File: config.mk
export PLATFORM = sky130hd
export DESIGN_NAME = nps_dist
export DESIGN_NICKNAME = d
export VERILOG_FILES = /design/src/rtl/nearest_point_search_2d_assert.svh /design/src/rtl/nps_pkg.sv /design/src/rtl/nps_dist.sv
export SDC_FILE = /design/constraint.sdc
export NUM_CORES = 1
export LEC_CHECK = 0
export CAP_MARGIN = 40
export CORE_MARGIN = 5
export CORE_UTILIZATION = 60
export CTS_BUF_LIST = sky130_fd_sc_hd__clkbuf_4
export CTS_CLUSTER_DIAMETER = 200
export DETAILED_ROUTE_END_ITERATION = 6
export DONT_BUFFER_PORTS = 1
export PLACE_DENSITY = 0.78
export SYNTH_ARGS = -nofsm -noshare
export SYNTH_HDL_FRONTEND = slang
export SYNTH_SLANG_ARGS = --single-unit
File: constraint.sdc
create_clock -name clock -period 8.1 [get_ports clock]
set_input_delay 0.405 -clock clock [delete_from_list [all_inputs] [get_ports clock]]
set_output_delay 0.405 -clock clock [all_outputs]
set_load 0.01 [all_outputs]
File: src/rtl/nearest_point_search_2d_assert.svh
// Assertion macros for the nearest point search RTL.
// Standalone header; nearest_point_search_2d includes it to check its own logic.
`ifndef NEAREST_POINT_SEARCH_2D_ASSERT_SVH
`define NEAREST_POINT_SEARCH_2D_ASSERT_SVH

`ifndef NO_ASSERTIONS
`define NPS_ASSERT(lbl, clk, rst, prop) \
   lbl: assert property (@(posedge clk) disable iff (rst) prop) \
      else $error("nps assertion failed");
`define NPS_ASSERT_NEVER(lbl, clk, rst, expr) \
   lbl: assert property (@(posedge clk) disable iff (rst) !(expr)) \
      else $error("nps forbidden condition");
`else
`define NPS_ASSERT(lbl, clk, rst, prop)
`define NPS_ASSERT_NEVER(lbl, clk, rst, expr)
`endif

`endif

File: src/rtl/nps_pkg.sv
// Types and constants for the nearest point search block.
// No dependencies; used by nps_dist and nearest_point_search_2d.
package nps_pkg;

   localparam int MAX_POINTS_DEF = 1024;

   localparam int COORD_W = 16;
   localparam int DIFF_W  = COORD_W + 1;
   localparam int SQ_W    = 2 * COORD_W;
   localparam int DIST_W  = SQ_W + 1;
   localparam int ENTRY_W = 2 * COORD_W;
   localparam int IDX_W   = 11;

   localparam logic ACT_LOAD  = 1'b0;
   localparam logic ACT_QUERY = 1'b1;

   typedef struct packed {
      logic              valid;
      logic              first;
      logic              last;
      logic [IDX_W-1:0]  index;
   } nps_tag_type;

endpackage

File: src/rtl/nps_dist.sv
// Two-stage squared distance pipeline: differences, then squares.
// Depends on nps_pkg.
module nps_dist (
   input  logic                                  clock,
   input  logic                                  reset,
   input  logic signed [nps_pkg::COORD_W-1:0]    query_x,
   input  logic signed [nps_pkg::COORD_W-1:0]    query_y,
   input  logic [nps_pkg::ENTRY_W-1:0]           ref_data,
   input  nps_pkg::nps_tag_type                  tag_in,
   output logic [nps_pkg::DIST_W-1:0]            sq_dist,
   output nps_pkg::nps_tag_type                  tag_out
);

   logic signed [nps_pkg::DIFF_W-1:0]   dx_ff, dx_in, dy_ff, dy_in;
   logic signed [2*nps_pkg::DIFF_W-1:0] prod_x, prod_y;
   logic [nps_pkg::SQ_W-1:0]            sqx_ff, sqy_ff;
   nps_pkg::nps_tag_type                tag1_ff, tag2_ff;

   always_comb begin
      dx_in = nps_pkg::DIFF_W'(query_x)
            - nps_pkg::DIFF_W'($signed(ref_data[nps_pkg::COORD_W-1:0]));
      dy_in = nps_pkg::DIFF_W'(query_y)
            - nps_pkg::DIFF_W'($signed(ref_data[nps_pkg::ENTRY_W-1:nps_pkg::COORD_W]));
      prod_x = dx_ff * dx_ff;
      prod_y = dy_ff * dy_ff;
   end

   always_ff @(posedge clock) begin
      dx_ff  <= dx_in;
      dy_ff  <= dy_in;
      sqx_ff <= prod_x[nps_pkg::SQ_W-1:0];
      sqy_ff <= prod_y[nps_pkg::SQ_W-1:0];
      if (reset) begin
         tag1_ff <= '0;
         tag2_ff <= '0;
      end else begin
         tag1_ff <= tag_in;
         tag2_ff <= tag1_ff;
      end
   end

   assign sq_dist = nps_pkg::DIST_W'(sqx_ff) + nps_pkg::DIST_W'(sqy_ff);
   assign tag_out = tag2_ff;

endmodule

Yosys cells after proc, flatten, opt, wreduce, memory -nomap -nowiden
Index checks and enable logic that the tools add are counted.
Storage, ports and cells
  bits in registers: 126
  word-level logic and storage cells: 17
  output and inout port bits: 47
Cells by class
  $mul: 2
  add/sub/neg operators: 3
Operators by type and width (number)
  $mul A17 B17 Y32: 2
  $sub A16 B16 Y17: 2
  $add A32 B32 Y33: 1

Longest topological paths before layout
  word-level depth: 1
  mapped depth: 25
  mapped depth without buffers: 24

Least setup slack after synthesis
OpenSTA, ideal clock, no wires.
  path kind: register to register
  start: reg dy_ff[5] (netlist name)
  end: reg sqy_ff[30] (netlist name)
  clock period less this slack: 6064 ps
  cell stages (with the launch flop): 25
  arrival time: 5992 ps
  setup slack: 2036 ps
  cells stage by stage: dfxtp_1 -> clkbuf_1 -> clkbuf_1 -> nand2_1 -> fa_1 -> inv_1 -> fa_1 -> inv_1 -> fa_1 -> inv_1 -> fa_1 -> fa_1 -> inv_1 -> fa_1 -> inv_1 -> ha_1 -> and3_1 -> a22o_1 -> o21a_1 -> o21ai_1 -> nand4_1 -> a31o_2 -> a21o_1 -> a21oi_1 -> xnor2_1
Between the ends
  cells in the longest elaborated chain, start to end: 1
RTL lines
  start, declared: RTL line nps_dist.sv:14  | logic signed [nps_pkg::DIFF_W-1:0] dx_ff, dx_in, dy_ff, dy_in;
  start signal, assigned: RTL line nps_dist.sv:30  | dy_ff <= dy_in;
  $mul A17 B17 Y32: RTL line nps_dist.sv:25  | prod_y = dy_ff * dy_ff;
  via prod_y (one bit): RTL line nps_dist.sv:15  | logic signed [2*nps_pkg::DIFF_W-1:0] prod_x, prod_y;
  end signal, assigned: RTL line nps_dist.sv:32  | sqy_ff <= prod_y[nps_pkg::SQ_W-1:0];
  end, declared: RTL line nps_dist.sv:16  | logic [nps_pkg::SQ_W-1:0] sqx_ff, sqy_ff;
The timed path passes the listed nets, and every way through them passes these cells.
A chain may end at the register's enable or synchronous reset.

Worst setup path in the final report
  start: reg dx_ff[3] (netlist name)
  end: reg sqx_ff[31] (netlist name)
Between the ends
  cells in the longest elaborated chain, start to end: 1
RTL lines
  start, declared: RTL line nps_dist.sv:14
  start signal, assigned: RTL line nps_dist.sv:29  | dx_ff <= dx_in;
  $mul A17 B17 Y32: RTL line nps_dist.sv:24  | prod_x = dx_ff * dx_ff;
  via prod_x (one bit): RTL line nps_dist.sv:15
  end signal, assigned: RTL line nps_dist.sv:31  | sqx_ff <= prod_x[nps_pkg::SQ_W-1:0];
  end, declared: RTL line nps_dist.sv:16
The timed path passes the listed nets, and every way through them passes these cells.

==> flow_metrics.env <==
export IMPL_ant_nets=0
export IMPL_drv_cap=0
export IMPL_core_um2=39700
export IMPL_first_global_vias=18200
export IMPL_wl_per_cell_um=15.4
export IMPL_cts_sinks=124
export IMPL_rsz0062_at_grt="false"
export IMPL_die_area_um2=44200
export IMPL_ios=127
export IMPL_synth_seq_cells=124
export IMPL_relSlewSlack_pct=38.7
export IMPL_dieHeight_um=210
export IMPL_holdPathEnd="dx_ff[2]$_DFF_P_"
export IMPL_syn_inst=2576
export IMPL_post_cts_buffers=0
export IMPL_routed_wl_mm=48.0
export IMPL_crit_path_frequent_cell="fa_1"
export IMPL_cp_end_kind="flip-flop"
export IMPL_grt_pass1_wl_mm=83.7
export IMPL_arrival_ns=7.32
export IMPL_cts_tree="done"
export IMPL_yosys_warnings=0
export IMPL_r2r_end="sqx_ff[31]$_DFF_P_"
export IMPL_whs_path_depth=3
export IMPL_worst_path_stages=22
export IMPL_synth_cell_types=56
export IMPL_r2r_start="dx_ff[3]$_DFF_P_"
export IMPL_io_buffers=0
export IMPL_ys_seq_area_share_pct=10.3
export IMPL_async_flop_share_pct=0
export IMPL_final_area_um2=25200
export IMPL_fin_skew_ns=0.0323
export IMPL_globalRouteTotalUtil_pct=23.2
export IMPL_hold_buffers=31
export IMPL_worstSetupPathType="reg2reg"
export IMPL_clock_latency_ns=0.63
export IMPL_ctsRootBufferMaster="clkbuf_4"
export IMPL_tns_ns=0
export IMPL_final_hold_viol_count=0
export IMPL_fin_util_pct=63.3
export IMPL_grt_max_degree=32
export IMPL_drcViolationCount=0
export IMPL_cpMaxStageDelayCell="dfxtp_1"
export IMPL_drive_above_1_share_pct=2.28
export IMPL_worst_r2r_setup_slack_ns=1.35
export IMPL_initial_core_util_pct=60.6
export IMPL_synth_top_flop_cell="dfxtp_1"
export IMPL_tightestPinTransition_ns=0.918
export IMPL_status="finished clean"
export IMPL_dr_pass1_iters=5
export IMPL_syn_num_nets=3398
export IMPL_finalCritPeriodShare_pct=83.4
export IMPL_post_place_ws_ns=1.40
export IMPL_grt_overflow_total=0
export IMPL_reg2reg_depth=22
export IMPL_antenna_found_initial=1
export IMPL_htreeDepth=4
export IMPL_final_setup_viol_count=0
export IMPL_cp_top_family="adder cells"
export IMPL_nNetsFinal=3402
export IMPL_via_per_inst=5.27
export IMPL_max_stage_delay_ns=0.79
export IMPL_cts_resized=0
export IMPL_place_congestion=0.887
export IMPL_fmax_ghz=0.148
export IMPL_critPathMaxFanout=16
export IMPL_layout_common_cells="inv_1 (735), fa_1 (514), ha_1 (228), nand2_1 (194), dfxtp_1 (124)"
export IMPL_hold_path_class="in2reg"
export IMPL_period_minus_slack_ns=6.75
export IMPL_hpwl_mm=40.7
export IMPL_final_common_cell="inv_1"
export IMPL_die_w_um=210
export IMPL_worst_slack_ns=1.35
export IMPL_slew_violations=0
export IMPL_hold_start="ref_data[2]"
export IMPL_cp_start_kind="flip-flop"
export IMPL_placementRows=73
export IMPL_critical_path_buf_inv_count=5
export IMPL_synth_area_um2=24100
export IMPL_placed_area_um2=24600
export IMPL_synth_edf_count=0
export IMPL_cts_buffers=17
export IMPL_postSynthAreaPerCell_um2=9.34
export IMPL_ctsLongestPathBuffers=2
export IMPL_clk_pin_slew_ns=0.13
export IMPL_drt_iter0_markers=722
export IMPL_cp_cell_sequence="inv_1 -> nor2_1 -> inv_1 -> fa_1 -> inv_1 -> fa_1 -> fa_1 -> fa_1 -> fa_1 -> inv_1 -> fa_1 -> inv_1 -> ha_1 -> a21o_1 -> a21o_1 -> o311ai_0 -> a21o_1 -> a31oi_1 -> o211a_1 -> a21o_1 -> a21oi_2 -> xnor2_1"
export IMPL_dr_total_vias=16400
export IMPL_syn2layout_area_growth_pct=4.58
export IMPL_cp_data_required_time_ns=8.67
per-stage QoR:
| step | instances | hold WS, ns |
|---|---|---|
| 2_1_floorplan | 2576 | 0.347 |
| 3_3_place_gp | 3054 | 0.416 |
| 3_5_place_dp | 3055 | 0.428 |
| 4_1_cts | 3117 | 0.00204 |
| 5_1_grt | 3118 | 0.0318 |
| 6_report | 3118 | 0.0720 |
registers in the layout (all words and copies together), names as in the netlist:
signal,count
dx_ff,17
dy_ff,17
sqx_ff,31
sqy_ff,31
tag1_ff,14
tag_out,14
how the worst max path moves through the flow:
stage                      start            endpoint  slack [ns]
2_1_floorplan   dy_ff[5]$_DFF_P_  sqy_ff[30]$_DFF_P_        2.04
3_3_place_gp   dx_ff[16]$_DFF_P_  sqx_ff[31]$_DFF_P_        1.51
3_5_place_dp    dx_ff[3]$_DFF_P_  sqx_ff[31]$_DFF_P_        1.40
4_1_cts         dx_ff[3]$_DFF_P_  sqx_ff[31]$_DFF_P_        1.37
5_1_grt         dx_ff[5]$_DFF_P_  sqx_ff[31]$_DFF_P_        1.06
6_report        dx_ff[3]$_DFF_P_  sqx_ff[31]$_DFF_P_        1.35
cell usage after synthesis (all sizes together) (3+ instances only):
cell | instances | share of area (%)
o31ai | 6 | 0.19
nand3 | 17 | 0.35
nor4 | 3 | 0.078
dfxtp | 124 | 10
and4 | 4 | 0.15
o211ai | 4 | 0.12
o21ai | 40 | 0.85
fa | 514 | 43
and3 | 11 | 0.29
nand4 | 6 | 0.16
o21a | 25 | 0.78
or3 | 4 | 0.10
xor2 | 29 | 1.1
o21bai | 4 | 0.12
a21oi | 66 | 1.4
and2 | 110 | 2.9
inv | 735 | 11
a21boi | 6 | 0.19
a31o | 10 | 0.36
clkbuf | 50 | 0.78
mux2 | 3 | 0.14
or2 | 8 | 0.21
nor2b | 61 | 1.6
nand2 | 194 | 3.0
ha | 228 | 12
nor3 | 25 | 0.52
a211oi | 12 | 0.37
a21o | 26 | 0.81
xnor2 | 105 | 3.8
nor2 | 95 | 1.5
nand2b | 20 | 0.52
a31oi | 7 | 0.18
cell type report:
| cell class | instances | area [um^2] |
|---|---|---|
| clock buffer | 18 | 135 |
| sequential | 124 | 2480 |
| fill | 3208 | 14600 |
| inverter | 735 | 2760 |
| timing repair buffer | 35 | 348 |
| tap | 525 | 657 |
| antenna | 1 | 2.50 |
| multi-input combinational | 1667 | 18600 |
| clock inverter | 13 | 146 |
per-layer routing:
metal	track usage, %	routed length (um)
met1	29.1	18900
met2	41.5	25300
met3	4.70	2920
met4	5.56	931
met5	0	0
worst reg2reg max path, stage by stage, from the launching register on:
cell and delay (ns):
dfxtp_1 0.79, inv_1 0.32, nor2_1 0.26, inv_1 0.09
fa_1 0.51, inv_1 0.05, fa_1 0.46, fa_1 0.51
fa_1 0.43, fa_1 0.51, inv_1 0.05, fa_1 0.47
inv_1 0.04, ha_1 0.33, a21o_1 0.20, a21o_1 0.19
o311ai_0 0.47, a21o_1 0.19, a31oi_1 0.07, o211a_1 0.29
a21o_1 0.19, a21oi_2 0.14, xnor2_1 0.12
logic make-up (layout without fill, tap and decap cells):
logic type / Yosys count / after routing / synth area share, %
mux: 3 / 3 / 0.140
flops: 124 / 124 / 10.3
buf+inv: 785 / 801 / 12.2
compound gates: 230 / 230 / 6.46
xor+xnor: 134 / 134 / 4.88
simple gates: 558 / 558 / 11.3
other cells: 0 / 1 / 0
fa+ha+maj: 742 / 742 / 54.6
Power is not shown: default switching activity piles up to over one toggle a cycle in this logic, so the estimate is an artifact.
